<file path="src/lopd_pkg.sv">
// lopd_pkg: codes, command and status types for the line-printer overprint decoder
// shared by the controller, the datapath and the top level; no dependencies
`timescale 1ns / 1ps

package lopd_pkg;

	// input item kinds (tuser)
	localparam logic [1:0] FUNC_CODE   = 2'd0;
	localparam logic [1:0] FUNC_PSTART = 2'd1;
	localparam logic [1:0] FUNC_EOJ    = 2'd2;

	// printer stream codes
	localparam logic [7:0] CODE_REPEAT   = 8'o177;
	localparam logic [7:0] CODE_STOP_A   = 8'o174;
	localparam logic [7:0] CODE_STOP_B   = 8'o175;
	localparam logic [7:0] CODE_CHAR_MAX = 8'o140;
	localparam logic [7:0] CODE_CR       = 8'o141;
	localparam logic [7:0] CODE_FF       = 8'o176;
	localparam logic [7:0] NL_BASE       = 8'o141;

	localparam logic [6:0] BLANK_RESET = 7'd15;

	// decoded item classes
	localparam logic [3:0] CL_IGNORE = 4'd0;
	localparam logic [3:0] CL_PSTART = 4'd1;
	localparam logic [3:0] CL_EOJ    = 4'd2;
	localparam logic [3:0] CL_REPCNT = 4'd3;
	localparam logic [3:0] CL_REPARM = 4'd4;
	localparam logic [3:0] CL_STOP   = 4'd5;
	localparam logic [3:0] CL_COLSET = 4'd6;
	localparam logic [3:0] CL_CHAR   = 4'd7;
	localparam logic [3:0] CL_CR     = 4'd8;
	localparam logic [3:0] CL_FF     = 4'd9;
	localparam logic [3:0] CL_NL     = 4'd10;

	typedef struct packed {
		logic load_item;
		logic exec;
		logic pl_rd;
		logic pl_wr;
		logic fl_rd;
		logic fl_acc;
		logic emit;
		logic blank;
	} cmd_t;

	typedef struct packed {
		logic [3:0] cls;
		logic       cnt_zero;
		logic       col_past;
		logic       grp_end;
		logic       at_end;
		logic       len_zero;
		logic       out_free;
	} sts_t;

	function automatic logic [3:0] classify(input logic [1:0] f, input logic [7:0] b,
			input logic stop, input logic rep);
		logic [3:0] c;
		c = CL_IGNORE;
		if (f == FUNC_PSTART)
			c = CL_PSTART;
		else if (f == FUNC_EOJ)
			c = CL_EOJ;
		else if (f != FUNC_CODE || stop)
			c = CL_IGNORE;
		else if (rep)
			c = CL_REPCNT;
		else if (b == CODE_REPEAT)
			c = CL_REPARM;
		else if (b == 8'd0 || b == CODE_STOP_A || b == CODE_STOP_B)
			c = CL_STOP;
		else if (b[7])
			c = CL_COLSET;
		else if (b <= CODE_CHAR_MAX)
			c = CL_CHAR;
		else if (b == CODE_CR)
			c = CL_CR;
		else if (b == CODE_FF)
			c = CL_FF;
		else
			c = CL_NL;
		return c;
	endfunction

endpackage

</file>
<file path="src/lopd_ctrl.sv">
// lopd_ctrl: sequencer for item decode, character placement and line flush
// uses lopd_pkg command and status types; drives lopd_datapath
`timescale 1ns / 1ps

module lopd_ctrl (
	input  logic          clk,
	input  logic          arst_n,
	input  logic          in_valid,
	output logic          in_ready,
	input  lopd_pkg::sts_t sts,
	output lopd_pkg::cmd_t cmd
);

	localparam logic [2:0] S_IDLE    = 3'd0;
	localparam logic [2:0] S_DEC     = 3'd1;
	localparam logic [2:0] S_PL_RD   = 3'd2;
	localparam logic [2:0] S_PL_WR   = 3'd3;
	localparam logic [2:0] S_FL_RD   = 3'd4;
	localparam logic [2:0] S_FL_ACC  = 3'd5;
	localparam logic [2:0] S_FL_EMIT = 3'd6;

	logic [2:0] state_q;
	logic [2:0] state_d;

	assign in_ready = (state_q == S_IDLE);

	always_comb begin
		cmd = '0;
		state_d = state_q;
		case (state_q)
			S_IDLE: begin
				if (in_valid) begin
					cmd.load_item = 1'b1;
					state_d = S_DEC;
				end
			end
			S_DEC: begin
				cmd.exec = 1'b1;
				case (sts.cls)
					lopd_pkg::CL_CHAR, lopd_pkg::CL_REPCNT: state_d = S_PL_RD;
					lopd_pkg::CL_NL, lopd_pkg::CL_FF: begin
						// empty line still gives one result
						state_d = sts.len_zero ? S_FL_EMIT : S_FL_RD;
					end
					lopd_pkg::CL_EOJ: begin
						if (sts.len_zero) begin
							cmd.blank = 1'b1;
							state_d = S_IDLE;
						end else begin
							state_d = S_FL_RD;
						end
					end
					default: state_d = S_IDLE;
				endcase
			end
			S_PL_RD: begin
				if (sts.cnt_zero || sts.col_past) begin
					state_d = S_IDLE;
				end else begin
					cmd.pl_rd = 1'b1;
					state_d = S_PL_WR;
				end
			end
			S_PL_WR: begin
				cmd.pl_wr = 1'b1;
				state_d = S_PL_RD;
			end
			S_FL_RD: begin
				cmd.fl_rd = 1'b1;
				state_d = S_FL_ACC;
			end
			S_FL_ACC: begin
				cmd.fl_acc = 1'b1;
				state_d = sts.grp_end ? S_FL_EMIT : S_FL_RD;
			end
			S_FL_EMIT: begin
				if (sts.out_free) begin
					cmd.emit = 1'b1;
					if (sts.at_end) begin
						cmd.blank = !sts.len_zero;
						state_d = S_IDLE;
					end else begin
						state_d = S_FL_RD;
					end
				end
			end
			default: state_d = S_IDLE;
		endcase
	end

	always_ff @(posedge clk or negedge arst_n) begin
		if (!arst_n) begin
			state_q <= S_IDLE;
		end else begin
			state_q <= state_d;
		end
	end

endmodule

</file>
<file path="src/lopd_datapath.sv">
// lopd_datapath: line store memory, column and extent registers, flush packer, output register
// uses lopd_pkg codes and types; sequenced by lopd_ctrl
`timescale 1ns / 1ps

module lopd_datapath #(
	parameter int LINE_WIDTH = 128
) (
	input  logic           clk,
	input  logic           arst_n,
	input  logic [1:0]     in_func,
	input  logic [7:0]     in_byte,
	input  logic           cfg_valid,
	input  logic [6:0]     cfg_data,
	input  logic           out_ready,
	input  lopd_pkg::cmd_t cmd,
	output lopd_pkg::sts_t sts,
	output logic           out_valid,
	output logic [63:0]    out_chars,
	output logic [3:0]     out_count,
	output logic [4:0]     out_nl,
	output logic           out_ff,
	output logic           out_last
);

	localparam int AW = $clog2(LINE_WIDTH);
	localparam int CW = $clog2(LINE_WIDTH + 1);
	localparam logic [CW-1:0] COL_END = CW'(LINE_WIDTH);

	logic [6:0]      mem_q [LINE_WIDTH];
	logic [LINE_WIDTH-1:0] vld_q;
	logic [6:0]      rd_q;
	logic            vld_rd_q;
	logic [AW-1:0]   rd_addr;
	logic [6:0]      eff_char;

	logic [1:0]      func_q;
	logic [7:0]      byte_q;
	logic            stopped_q;
	logic            rep_q;
	logic [CW-1:0]   column_q;
	logic [CW-1:0]   highest_q;
	logic [6:0]      last_char_q;
	logic [7:0]      cnt_q;
	logic [6:0]      blank_code_q;
	logic [6:0]      blank_clr_q;
	logic [CW-1:0]   ptr_q;
	logic [CW-1:0]   ptr_inc;
	logic [CW-1:0]   col_inc;
	logic [63:0]     word_q;
	logic [3:0]      wcnt_q;
	logic [4:0]      nl_q;
	logic            ff_q;
	logic            out_valid_q;
	logic [3:0]      cls;
	logic            we;
	logic            init_flush;

	assign cls      = lopd_pkg::classify(func_q, byte_q, stopped_q, rep_q);
	// never-written columns read as the blank code in force at the last clear
	assign eff_char = vld_rd_q ? rd_q : blank_clr_q;
	assign rd_addr  = cmd.fl_rd ? ptr_q[AW-1:0] : column_q[AW-1:0];
	assign ptr_inc  = CW'(ptr_q + 1'b1);
	assign col_inc  = CW'(column_q + 1'b1);
	assign we       = cmd.pl_wr && (eff_char == blank_code_q);
	assign init_flush = cmd.exec &&
		(cls == lopd_pkg::CL_NL || cls == lopd_pkg::CL_FF || cls == lopd_pkg::CL_EOJ);

	assign sts.cls      = cls;
	assign sts.cnt_zero = (cnt_q == 8'd0);
	assign sts.col_past = (column_q >= COL_END);
	assign sts.grp_end  = (ptr_q[2:0] == 3'd7) || (ptr_inc == highest_q);
	assign sts.at_end   = (ptr_q == highest_q);
	assign sts.len_zero = (highest_q == '0);
	assign sts.out_free = !out_valid_q || out_ready;

	always_ff @(posedge clk) begin
		if (we)
			mem_q[column_q[AW-1:0]] <= last_char_q;
		if (cmd.pl_rd || cmd.fl_rd) begin
			rd_q     <= mem_q[rd_addr];
			vld_rd_q <= vld_q[rd_addr];
		end
	end

	// payload registers
	always_ff @(posedge clk) begin
		if (cmd.load_item) begin
			func_q <= in_func;
			byte_q <= in_byte;
		end
		if (init_flush) begin
			word_q <= '0;
			wcnt_q <= '0;
			if (cls == lopd_pkg::CL_NL) begin
				nl_q <= 5'(byte_q - lopd_pkg::NL_BASE);
				ff_q <= 1'b0;
			end else if (cls == lopd_pkg::CL_FF) begin
				nl_q <= 5'd0;
				ff_q <= 1'b1;
			end else begin
				nl_q <= 5'd1;
				ff_q <= 1'b0;
			end
		end
		if (cmd.fl_acc) begin
			if (ptr_q[2:0] == 3'd0)
				word_q <= {56'd0, 1'b0, eff_char};
			else
				word_q[{ptr_q[2:0], 3'b000} +: 8] <= {1'b0, eff_char};
			wcnt_q <= 4'({1'b0, ptr_q[2:0]} + 4'd1);
		end
		if (cmd.emit) begin
			out_chars <= word_q;
			out_count <= wcnt_q;
			out_nl    <= sts.at_end ? nl_q : 5'd0;
			out_ff    <= sts.at_end ? ff_q : 1'b0;
			out_last  <= sts.at_end;
		end
	end

	always_ff @(posedge clk or negedge arst_n) begin
		if (!arst_n) begin
			stopped_q    <= 1'b0;
			rep_q        <= 1'b0;
			column_q     <= '0;
			highest_q    <= '0;
			last_char_q  <= 7'd0;
			cnt_q        <= 8'd0;
			ptr_q        <= '0;
			vld_q        <= '0;
			blank_code_q <= lopd_pkg::BLANK_RESET;
			blank_clr_q  <= lopd_pkg::BLANK_RESET;
			out_valid_q  <= 1'b0;
		end else begin
			if (cfg_valid)
				blank_code_q <= cfg_data;
			if (cmd.exec) begin
				case (cls)
					lopd_pkg::CL_PSTART, lopd_pkg::CL_EOJ: begin
						stopped_q <= 1'b0;
						rep_q     <= 1'b0;
					end
					lopd_pkg::CL_REPCNT: begin
						rep_q <= 1'b0;
						cnt_q <= byte_q;
					end
					lopd_pkg::CL_REPARM: rep_q <= 1'b1;
					lopd_pkg::CL_STOP:   stopped_q <= 1'b1;
					lopd_pkg::CL_COLSET: begin
						if ({25'd0, byte_q[6:0]} > LINE_WIDTH)
							column_q <= COL_END;
						else
							column_q <= CW'(byte_q[6:0]);
					end
					lopd_pkg::CL_CHAR: begin
						last_char_q <= 7'(byte_q - 8'd1);
						cnt_q       <= 8'd1;
					end
					lopd_pkg::CL_CR: column_q <= '0;
					default: ;
				endcase
			end
			if (init_flush)
				ptr_q <= '0;
			if (cmd.pl_wr) begin
				if (col_inc > highest_q)
					highest_q <= col_inc;
				if (we)
					vld_q[column_q[AW-1:0]] <= 1'b1;
				column_q <= col_inc;
				cnt_q    <= 8'(cnt_q - 8'd1);
			end
			if (cmd.fl_acc)
				ptr_q <= ptr_inc;
			if (cmd.blank) begin
				vld_q       <= '0;
				column_q    <= '0;
				highest_q   <= '0;
				blank_clr_q <= blank_code_q;
			end
			if (cmd.emit)
				out_valid_q <= 1'b1;
			else if (out_ready)
				out_valid_q <= 1'b0;
		end
	end

	assign out_valid = out_valid_q;

endmodule

</file>
<file path="src/printer_line_overprint_decoder.sv">
// printer_line_overprint_decoder: top level over lopd_ctrl and lopd_datapath, uses lopd_pkg
// steps: a code byte is transferred, then decoded; placing reads and then writes each column,
//   with a last check that ends it; flush: each column is read from the single-port line store
//   and packed, and each result is emitted once the output register is free
// results wait in an output register; the next item is taken while one waits there
// reset: asynchronous; the line reads blank at once through per-column valid bits, no clear pass
`timescale 1ns / 1ps

module printer_line_overprint_decoder #(
	parameter int LINE_WIDTH = 128
) (
	input  logic        clk,
	input  logic        arst_n,
	input  logic        s_axis_tvalid,
	output logic        s_axis_tready,
	input  logic [7:0]  s_axis_tdata,  // code_byte[7:0]
	input  logic [1:0]  s_axis_tuser,  // func[1:0]
	output logic        m_axis_tvalid,
	input  logic        m_axis_tready,
	output logic [79:0] m_axis_tdata,  // chars[63:0], char_count[67:64], newlines[72:68], form_feed[73]
	output logic        m_axis_tlast,
	input  logic        cfg_valid,
	output logic        cfg_ready,
	input  logic [6:0]  cfg_data       // blank_code
);

	lopd_pkg::cmd_t cmd;
	lopd_pkg::sts_t sts;
	logic [63:0] chars;
	logic [3:0]  char_count;
	logic [4:0]  newlines;
	logic        form_feed;

	assign cfg_ready = 1'b1;

	lopd_ctrl u_ctrl (
		.clk      (clk),
		.arst_n   (arst_n),
		.in_valid (s_axis_tvalid),
		.in_ready (s_axis_tready),
		.sts      (sts),
		.cmd      (cmd)
	);

	lopd_datapath #(
		.LINE_WIDTH (LINE_WIDTH)
	) u_dp (
		.clk       (clk),
		.arst_n    (arst_n),
		.in_func   (s_axis_tuser),
		.in_byte   (s_axis_tdata),
		.cfg_valid (cfg_valid),
		.cfg_data  (cfg_data),
		.out_ready (m_axis_tready),
		.cmd       (cmd),
		.sts       (sts),
		.out_valid (m_axis_tvalid),
		.out_chars (chars),
		.out_count (char_count),
		.out_nl    (newlines),
		.out_ff    (form_feed),
		.out_last  (m_axis_tlast)
	);

	assign m_axis_tdata = {6'd0, form_feed, newlines, char_count, chars};

	// no result loaded over one that is still held
	a_emit_free: assert property (@(posedge clk) disable iff (!arst_n)
		cmd.emit |-> (!m_axis_tvalid || m_axis_tready))
		else $error("result loaded while output register held");

	// busy right after an item transfer
	a_busy: assert property (@(posedge clk) disable iff (!arst_n)
		(s_axis_tvalid && s_axis_tready) |=> !s_axis_tready)
		else $error("input ready right after transfer");

	// final result of a flush carries tlast
	a_last: assert property (@(posedge clk) disable iff (!arst_n)
		(cmd.emit && sts.at_end) |=> (m_axis_tvalid && m_axis_tlast))
		else $error("flush end without tlast");

	// the line is blanked only on the final result or an empty end of job
	a_blank: assert property (@(posedge clk) disable iff (!arst_n)
		cmd.blank |-> ((cmd.emit && sts.at_end) || (cmd.exec && sts.len_zero)))
		else $error("line blanked outside flush end");

endmodule
</file>
<file path="config.mk">
export PLATFORM = sky130hd
export DESIGN_NAME = printer_line_overprint_decoder
export DESIGN_NICKNAME = d
export VERILOG_FILES = /design/src/lopd_pkg.sv /design/src/lopd_ctrl.sv /design/src/lopd_datapath.sv /design/src/printer_line_overprint_decoder.sv
export SDC_FILE = /design/constraint.sdc
export NUM_CORES = 2
export LEC_CHECK = 0
export BUFFER_PORTS_ARGS = -buffer_cell sky130_fd_sc_hd__buf_4
export CAP_MARGIN = 20
export CORE_MARGIN = 3
export CORE_UTILIZATION = 30
export CTS_CLUSTER_DIAMETER = 150
export DETAILED_ROUTE_END_ITERATION = 10
export GPL_TIMING_DRIVEN = 0
export SYNTH_ARGS = -nofsm -noshare
export SYNTH_HDL_FRONTEND = slang
export SYNTH_HIERARCHICAL = 1
export SYNTH_SLANG_ARGS = --single-unit
</file>
<file path="constraint.sdc">
create_clock -name clk -period 5 [get_ports clk]
set_input_delay 1.25 -clock clk [delete_from_list [all_inputs] [get_ports clk]]
set_output_delay 1.25 -clock clk [all_outputs]
set_load 0.05 [all_outputs]
</file>
=== Yosys cells after proc, flatten, opt, wreduce, memory -nomap -nowiden ===
Memory sizes are Yosys's and may differ from the RTL's. A register that Yosys moved wholly into a read port is not among the register bits.
Cells that the tools add are included.

* Input bits: 22
* Memory bits (writable): 896
* Memories: 1
* Register bits: 347

{| class="wikitable"
|+ Memory list
! memory !! words !! bits a word !! read ports !! clocked after Yosys merged registers in !! wr ports !! line !! RTL
|-
| u_dp.mem_q || 128 || 7 || 1 || 1 || 1 || lopd_datapath.sv:29 || <nowiki>logic [6:0] mem_q [LINE_WIDTH];</nowiki>
|}

* Muxes and demuxes: 69
* Eq/ne operators: 29
* Bitwise gates (word level): 1
* Reduce and logical (&&, ||, !) cells: 43
* Shift-type cells: 2
* $lt $le $gt $ge: 6
* Add/sub/neg operators: 7

{| class="wikitable"
|+ Operators with widths
! kind !! count
|-
| 2-to-1 mux 128 bit || 3
|-
| 2-to-1 mux 64 bit || 3
|-
| OR 128 bit || 1
|-
| 2-to-1 mux 8 bit || 10
|-
| bitwise mux 64 bit || 1
|-
| variable shift 8 x 8 -> 64 bit, first input constant || 1
|-
| indexed part select 8 x 8 -> 64 bit || 1
|-
| 2-to-1 mux 4 bit || 11
|-
| equality test 8 x 7 -> 1 bit, second input constant || 5
|-
| one-hot mux 8 bit (2 select lines) || 2
|-
| zero test 8 bit || 3
|-
| one-hot mux 3 bit (7 select lines) || 1
|-
| 2-to-1 mux 1 bit || 20
|-
| nonzero test 2 bit || 9
|-
| adder 8 x 1 -> 8 bit, second input constant || 2
|-
| equality test 4 x 3 -> 1 bit, second input constant || 4
|-
| equality test 8 bit || 2
|-
| < comparator 7 x 8 -> 1 bit, second input constant || 2
|-
| AND reduction 2 bit || 8
|-
| 2-to-1 mux 7 bit || 2
|-
| equality test 3 bit, second input constant || 4
|-
| equality test 4 bit, second input constant || 3
|-
| 2-to-1 mux 3 bit || 4
|-
| 2-to-1 mux 2 bit || 5
|-
| other kinds (30) || 50
|}

=== Longest topological paths before layout ===
* Depth in word-level cells: 19
* Depth in mapped cells: 15
* Depth with buffers taken out: 13

=== Modules after synthesis ===
Netlist, hierarchy kept.

{| class="wikitable"
|+ By module, submodules not included
! module !! area each (µm²) !! cells each !! instances
|-
| lopd_datapath || 49955.4 || 3593 || 1
|-
| lopd_ctrl || 317.8 || 39 || 1
|-
| printer_line_overprint_decoder || 67.6 || 10 || 1
|}

=== Least setup slack after synthesis ===
OpenSTA, ideal clock, no wires.

* Path type: input -> register
* Start: in m_axis_tready
* End: reg u_dp.highest_q[1]
* Path buffers: 3
* Library setup time: 0.132 ns
* Path slack: 0.358 ns
* Stages on the path: 8
* Arrival: 4.510 ns
* Path through: nand2b_1 and4b_1 nand2_1 o21ai_1 clkbuf_1 clkbuf_1 clkbuf_1 nor2_1

{| class="wikitable"
|+ RTL lines
! what !! line !! RTL
|-
| start: declaration || printer_line_overprint_decoder.sv:19 || <nowiki>input logic m_axis_tready,</nowiki>
|-
| end signal: assignment || lopd_datapath.sv:167 || <nowiki>highest_q <= col_inc;</nowiki>
|-
| end: declaration || lopd_datapath.sv:41 || <nowiki>logic [CW-1:0] highest_q;</nowiki>
|}

==> impl_summary.log <==
INFO  metric die-height = 415.6 um
INFO  metric p_int = around 16 mW
INFO  metric cellLeakagePower = between 20 and 25 nW
INFO  metric cp-start-kind = register
INFO  metric detailedPlacementHpwl = between 100 and 150 mm
INFO  metric start_util = between 30% and 40%
INFO  metric synth_seq_area_share = a little under three quarters
INFO  metric vdd_ir_drop_max = about 0.35 mV
INFO  metric worst_path_max_delay_cell = sky130_fd_sc_hd__buf_1
INFO  metric antenna_violations_before_repair = 4
INFO  metric vias_in_the_first_global_route = 31440
INFO  metric crit_path_max_delay_family = buffers and inverters
INFO  metric clk-insertion-delay-late = 0.76 ns
INFO  metric clock.fmax = 196.8 MHz
INFO  metric clock_sinks = ~1300
INFO  metric run_status = finished, violations left
INFO  metric detail_route_antenna_nets = 0
INFO  metric ctsHtreeMaxLevel = 4
INFO  metric grt_util_all_layers = around 18%
INFO  metric crit_chain = buf_2, nor3b_1, buf_4, buf_2, mux2i_1, clkbuf_1, buf_1, o21ai_0, o21ai_0, a22oi_1, a31oi_1
INFO  metric power-per-cell-area = 350.6 nW/um2
INFO  metric dpl_cell_area = around 54000 um2
INFO  metric switching_share = ~20%
INFO  metric slew_headroom = 15.67%
INFO  metric core_area = roughly 170000 um2
INFO  metric floorplan.die_area = 172800 um2
INFO  metric hold_path.class = reg -> reg
INFO  metric drt_first_iter_violations = ~4900
INFO  metric via_count = between 30000 and 40000
INFO  metric route.detailed.drc = 0
INFO  metric drt_wl_total = between 150 and 200 mm
INFO  metric global_route.overflow_total = 0
INFO  metric detail_route.wl_per_cell = approximately 25 um
INFO  metric number_of_synthesized_flops_with_an_enable_pin = approximately 1000
INFO  metric post_route_cells_drive_above_1_share = around 14%
INFO  metric syn-instance-count = roughly 3600
INFO  metric warning_count_from_the_yosys_run = 6
INFO  metric numCtsBuffers = 133
INFO  metric violations = negative setup slack
INFO  metric chipWidth = between 400 and 500 um
INFO  metric buffer_ports.inserted = 97
INFO  metric final_area = 58650 um2
INFO  metric setup_viol = 2
INFO  metric area.growth.synth_to_final = 16.51%
INFO  metric clk_transition_reported_paths = about 0.06 ns
INFO  metric r2r_slack = -0.08 ns
INFO  metric gp_congestion = around 0.93
INFO  metric critPathBufInv = 5
INFO  metric timing.critical_path.fanout_max = 10
INFO  metric cts.path.max_buffers = 3
INFO  metric clock_skew = 0.04725 ns
INFO  metric netlist-cell-type-count = 73
INFO  metric setup.worst_path.class = reg -> reg
INFO  metric timing_max_transition_violations_final = 0
INFO  metric timing.critical_path.to_type = register
INFO  metric fin_crit = 5.080 ns
INFO  metric drt_pre_antenna_iters = 6
INFO  metric timing.max_cap.violations = 0
INFO  metric maximum_number_of_pins_on_one_net_before_global_route_repair = about 110
INFO  metric syn_area_per_cell = around 14 um2
INFO  metric vias_per_cell = about 5.3
INFO  metric seq_power_share = a little over half
INFO  metric grt_pass1_wl = between 200 and 250 mm
INFO  metric final.setup.worst_slack = -0.08027 ns
INFO  metric io_pins = roughly 110
INFO  metric finalHoldViolations = 0
INFO  metric p_sw = 4.131 mW
INFO  metric worst_slew_pin_slew = approximately 1.3 ns
INFO  metric data_required_time_of_the_critical_path = around 5.5 ns
INFO  metric max_stage_delay = approximately 0.94 ns
INFO  metric tritoncts = built
INFO  metric pre_cts_slack = -0.8642 ns
INFO  metric synth-async-reset-ratio = roughly 15%
INFO  metric clock_network_power_share = roughly 46%
INFO  metric ys_ff_latch = 1250
INFO  metric clk_root_buffer_cell = sky130_fd_sc_hd__clkbuf_16
INFO  metric final_min_period_over_clock_period = 101.6%
INFO  metric critPathArrivalTime = approximately 5.6 ns
INFO  metric layout.filler_cells = roughly 16000
INFO  metric finalNetCount = around 3900
INFO  metric total_power = between 20 and 25 mW
INFO  metric number_of_placement_rows = 149
INFO  metric most_instantiated_flip_flop_cell_in_the_synthesis_netlist = sky130_fd_sc_hd__edfxtp_1
INFO  metric combPwrFrac = 0.4%
INFO  metric cts_post_setup_buffers_inserted = 0
INFO  metric cell_area_after_synthesis = around 50000 um2
INFO  metric rsz_0062_raised_after_global_routing = yes
cell families (layout without fill, tap and decap cells):
logic type	after synthesis	count (layout)	synth area share [%]
AO/OA/AOI/OAI	637	637	7.618
XOR/XNOR	42	42	0.7307
adder cells (fa/ha/maj)	21	21	0.5219
buffers and inverters	248	609	2.098
flip-flops	1250	1250	71.45
multiplexers	273	273	7.454
other	2	11	0.01492
AND/OR/NAND/NOR	1169	1169	10.11
cells in the mapped netlist (5+ instances only):
| master | count | area share, % |
|---|---|---|
| sky130_fd_sc_hd__nand4_1 | 8 | 0.099 |
| sky130_fd_sc_hd__xnor2_1 | 27 | 0.47 |
| sky130_fd_sc_hd__o221ai_1 | 13 | 0.23 |
| sky130_fd_sc_hd__buf_2 | 52 | 0.52 |
| sky130_fd_sc_hd__nand2_1 | 564 | 4.2 |
| sky130_fd_sc_hd__a211o_1 | 8 | 0.14 |
| sky130_fd_sc_hd__o21ai_0 | 75 | 0.75 |
| sky130_fd_sc_hd__dfstp_2 | 8 | 0.42 |
| sky130_fd_sc_hd__nor3_1 | 36 | 0.36 |
| sky130_fd_sc_hd__xor2_1 | 15 | 0.26 |
| sky130_fd_sc_hd__nand3_1 | 83 | 0.83 |
| sky130_fd_sc_hd__and2_1 | 20 | 0.25 |
| sky130_fd_sc_hd__dfrtp_1 | 179 | 8.9 |
| sky130_fd_sc_hd__nor2b_1 | 7 | 0.087 |
| sky130_fd_sc_hd__inv_1 | 23 | 0.17 |
| sky130_fd_sc_hd__o21ba_2 | 14 | 0.28 |
| sky130_fd_sc_hd__o2bb2ai_1 | 49 | 0.85 |
| sky130_fd_sc_hd__buf_4 | 16 | 0.24 |
| sky130_fd_sc_hd__clkbuf_1 | 131 | 0.98 |
| sky130_fd_sc_hd__a31oi_1 | 20 | 0.25 |
| sky130_fd_sc_hd__buf_1 | 25 | 0.19 |
| sky130_fd_sc_hd__or4_1 | 7 | 0.10 |
| sky130_fd_sc_hd__a21oi_1 | 335 | 3.3 |
| sky130_fd_sc_hd__and3_1 | 8 | 0.099 |
| sky130_fd_sc_hd__nand2b_1 | 11 | 0.14 |
| sky130_fd_sc_hd__edfxtp_1 | 999 | 60 |
| sky130_fd_sc_hd__dfxtp_1 | 64 | 2.5 |
| sky130_fd_sc_hd__and3b_1 | 6 | 0.10 |
| sky130_fd_sc_hd__ha_1 | 21 | 0.52 |
| sky130_fd_sc_hd__nor2_1 | 315 | 2.3 |
| sky130_fd_sc_hd__mux2i_2 | 8 | 0.22 |
| sky130_fd_sc_hd__mux4_2 | 76 | 3.4 |
| sky130_fd_sc_hd__nor4_1 | 72 | 0.89 |
| sky130_fd_sc_hd__a21o_1 | 8 | 0.12 |
| sky130_fd_sc_hd__o31a_1 | 6 | 0.10 |
| sky130_fd_sc_hd__mux2_2 | 21 | 0.47 |
| sky130_fd_sc_hd__mux2i_1 | 167 | 3.3 |
| sky130_fd_sc_hd__nor3_2 | 5 | 0.099 |
| sky130_fd_sc_hd__o22ai_1 | 55 | 0.68 |
| sky130_fd_sc_hd__a22oi_1 | 10 | 0.15 |
| sky130_fd_sc_hd__nor3b_1 | 8 | 0.12 |
final timing paths:
path	from	endpoint	cells after the start
setup / recovery	u_ctrl/state_q[1]$_DFFE_PN0P_	u_dp/rd_q[4]$_DFFE_PP_	11
hold / removal	u_dp/word_q[56]$_DFF_P_	u_dp/out_chars[56]$_DFFE_PP_	0
setup reg to reg	u_ctrl/state_q[1]$_DFFE_PN0P_	u_dp/rd_q[4]$_DFFE_PP_	11
hold reg to reg	u_dp/word_q[56]$_DFF_P_	u_dp/out_chars[56]$_DFFE_PP_	0
max in group asynchronous	arst_n	u_dp/vld_q[57]$_DFFE_PN0P_	2
min in group asynchronous	arst_n	u_dp/out_valid$_DFFE_PN0P_	1
what timing repair did:
action                                  4_1_cts  5_1_grt
endpoints found under the setup margin        8      127
hold buffers                                  0        0
resized for setup                            28       45
final cells by class:
cell class                 count  area, um2  share of cell area, %
antenna                        4      10.01                0.01707
buffer                       224       1030                  1.756
clock buffer                 177       3586                  6.114
clock inverter                63      548.0                 0.9344
inverter                      24      90.09                 0.1536
multi-input combinational   2149      13500                  23.01
sequential                  1250      36000                  61.37
tap                         2189       2739                  4.670
timing repair buffer         121       1157                  1.973
through the flow:
stage | setup TNS [ns] | instances | util, % | hold slack [ns]
after detailed placement | -4.904 | 5951 | 32.70 | 0.4066
final | -0.08751 | 6201 | 35.35 | 0.4043
after global routing | -0.1131 | 6197 | 35.34 | 0.4266
after global placement | -171.03 | 5933 | 32.44 | 0.4032
after floorplan | 0 | 3647 | - | 0.4000
after CTS | 0 | 6191 | 35.24 | 0.4103
power by group through the flow:
stage / Combinational [mW] / Sequential, mW / Clock [mW]
CTS: 0.0919 / 11.1 / 9.52
finish: 0.0877 / 11.1 / 9.36
global placement: 0.0870 / 11.3 / 0
detailed placement: 0.0915 / 11.3 / 0
floorplan: 0.0351 / 11.3 / 0
global route: 0.0982 / 11.1 / 9.95
registers in the layout, summed over array words and instances (netlist names), 2 cells and up:
register	flops
u_ctrl/state_q	3
u_dp/blank_clr_q	7
u_dp/blank_code_q	7
u_dp/byte_q	8
u_dp/cnt_q	8
u_dp/column_q	8
u_dp/func_q	2
u_dp/highest_q	8
u_dp/last_char_q	7
u_dp/mem_q	896
u_dp/nl_q	5
u_dp/out_chars	64
u_dp/out_count	4
u_dp/out_nl	5
u_dp/ptr_q	8
u_dp/rd_q	7
u_dp/vld_q	128
u_dp/wcnt_q	4
u_dp/word_q	64
placed cells by master, fill, tap and decap left out, drive strengths merged, types with 41 or more instances in the layout:
cell     synthesis  final
dfrtp          179    179
clkbuf         131    314
nand3           84     84
mux4            76     76
nor4            74     74
o22ai           55     55
nor3            41     41
clkinv           1     52
buf             93    207
nand2          564    564
o2bb2ai         49     49
a21oi          336    336
o21ai           77     77
mux2i          176    176
nor2           315    315
dfxtp           64     64
edfxtp         999    999
routing by layer:
metal / GRT usage [%] / share of wire, % / vias up / wire [um]
li1: - / - / 14070 / -
met1: 23.65 / 40 / 16420 / 62270
met2: 27.49 / 45 / 1954 / 70430
met3: 4.656 / 11 / 379 / 17260
met4: 8.025 / 4.8 / 0 / 7616
met5: 0 / 0 / - / 0
Note: power is estimated with default switching activity, not from simulation.
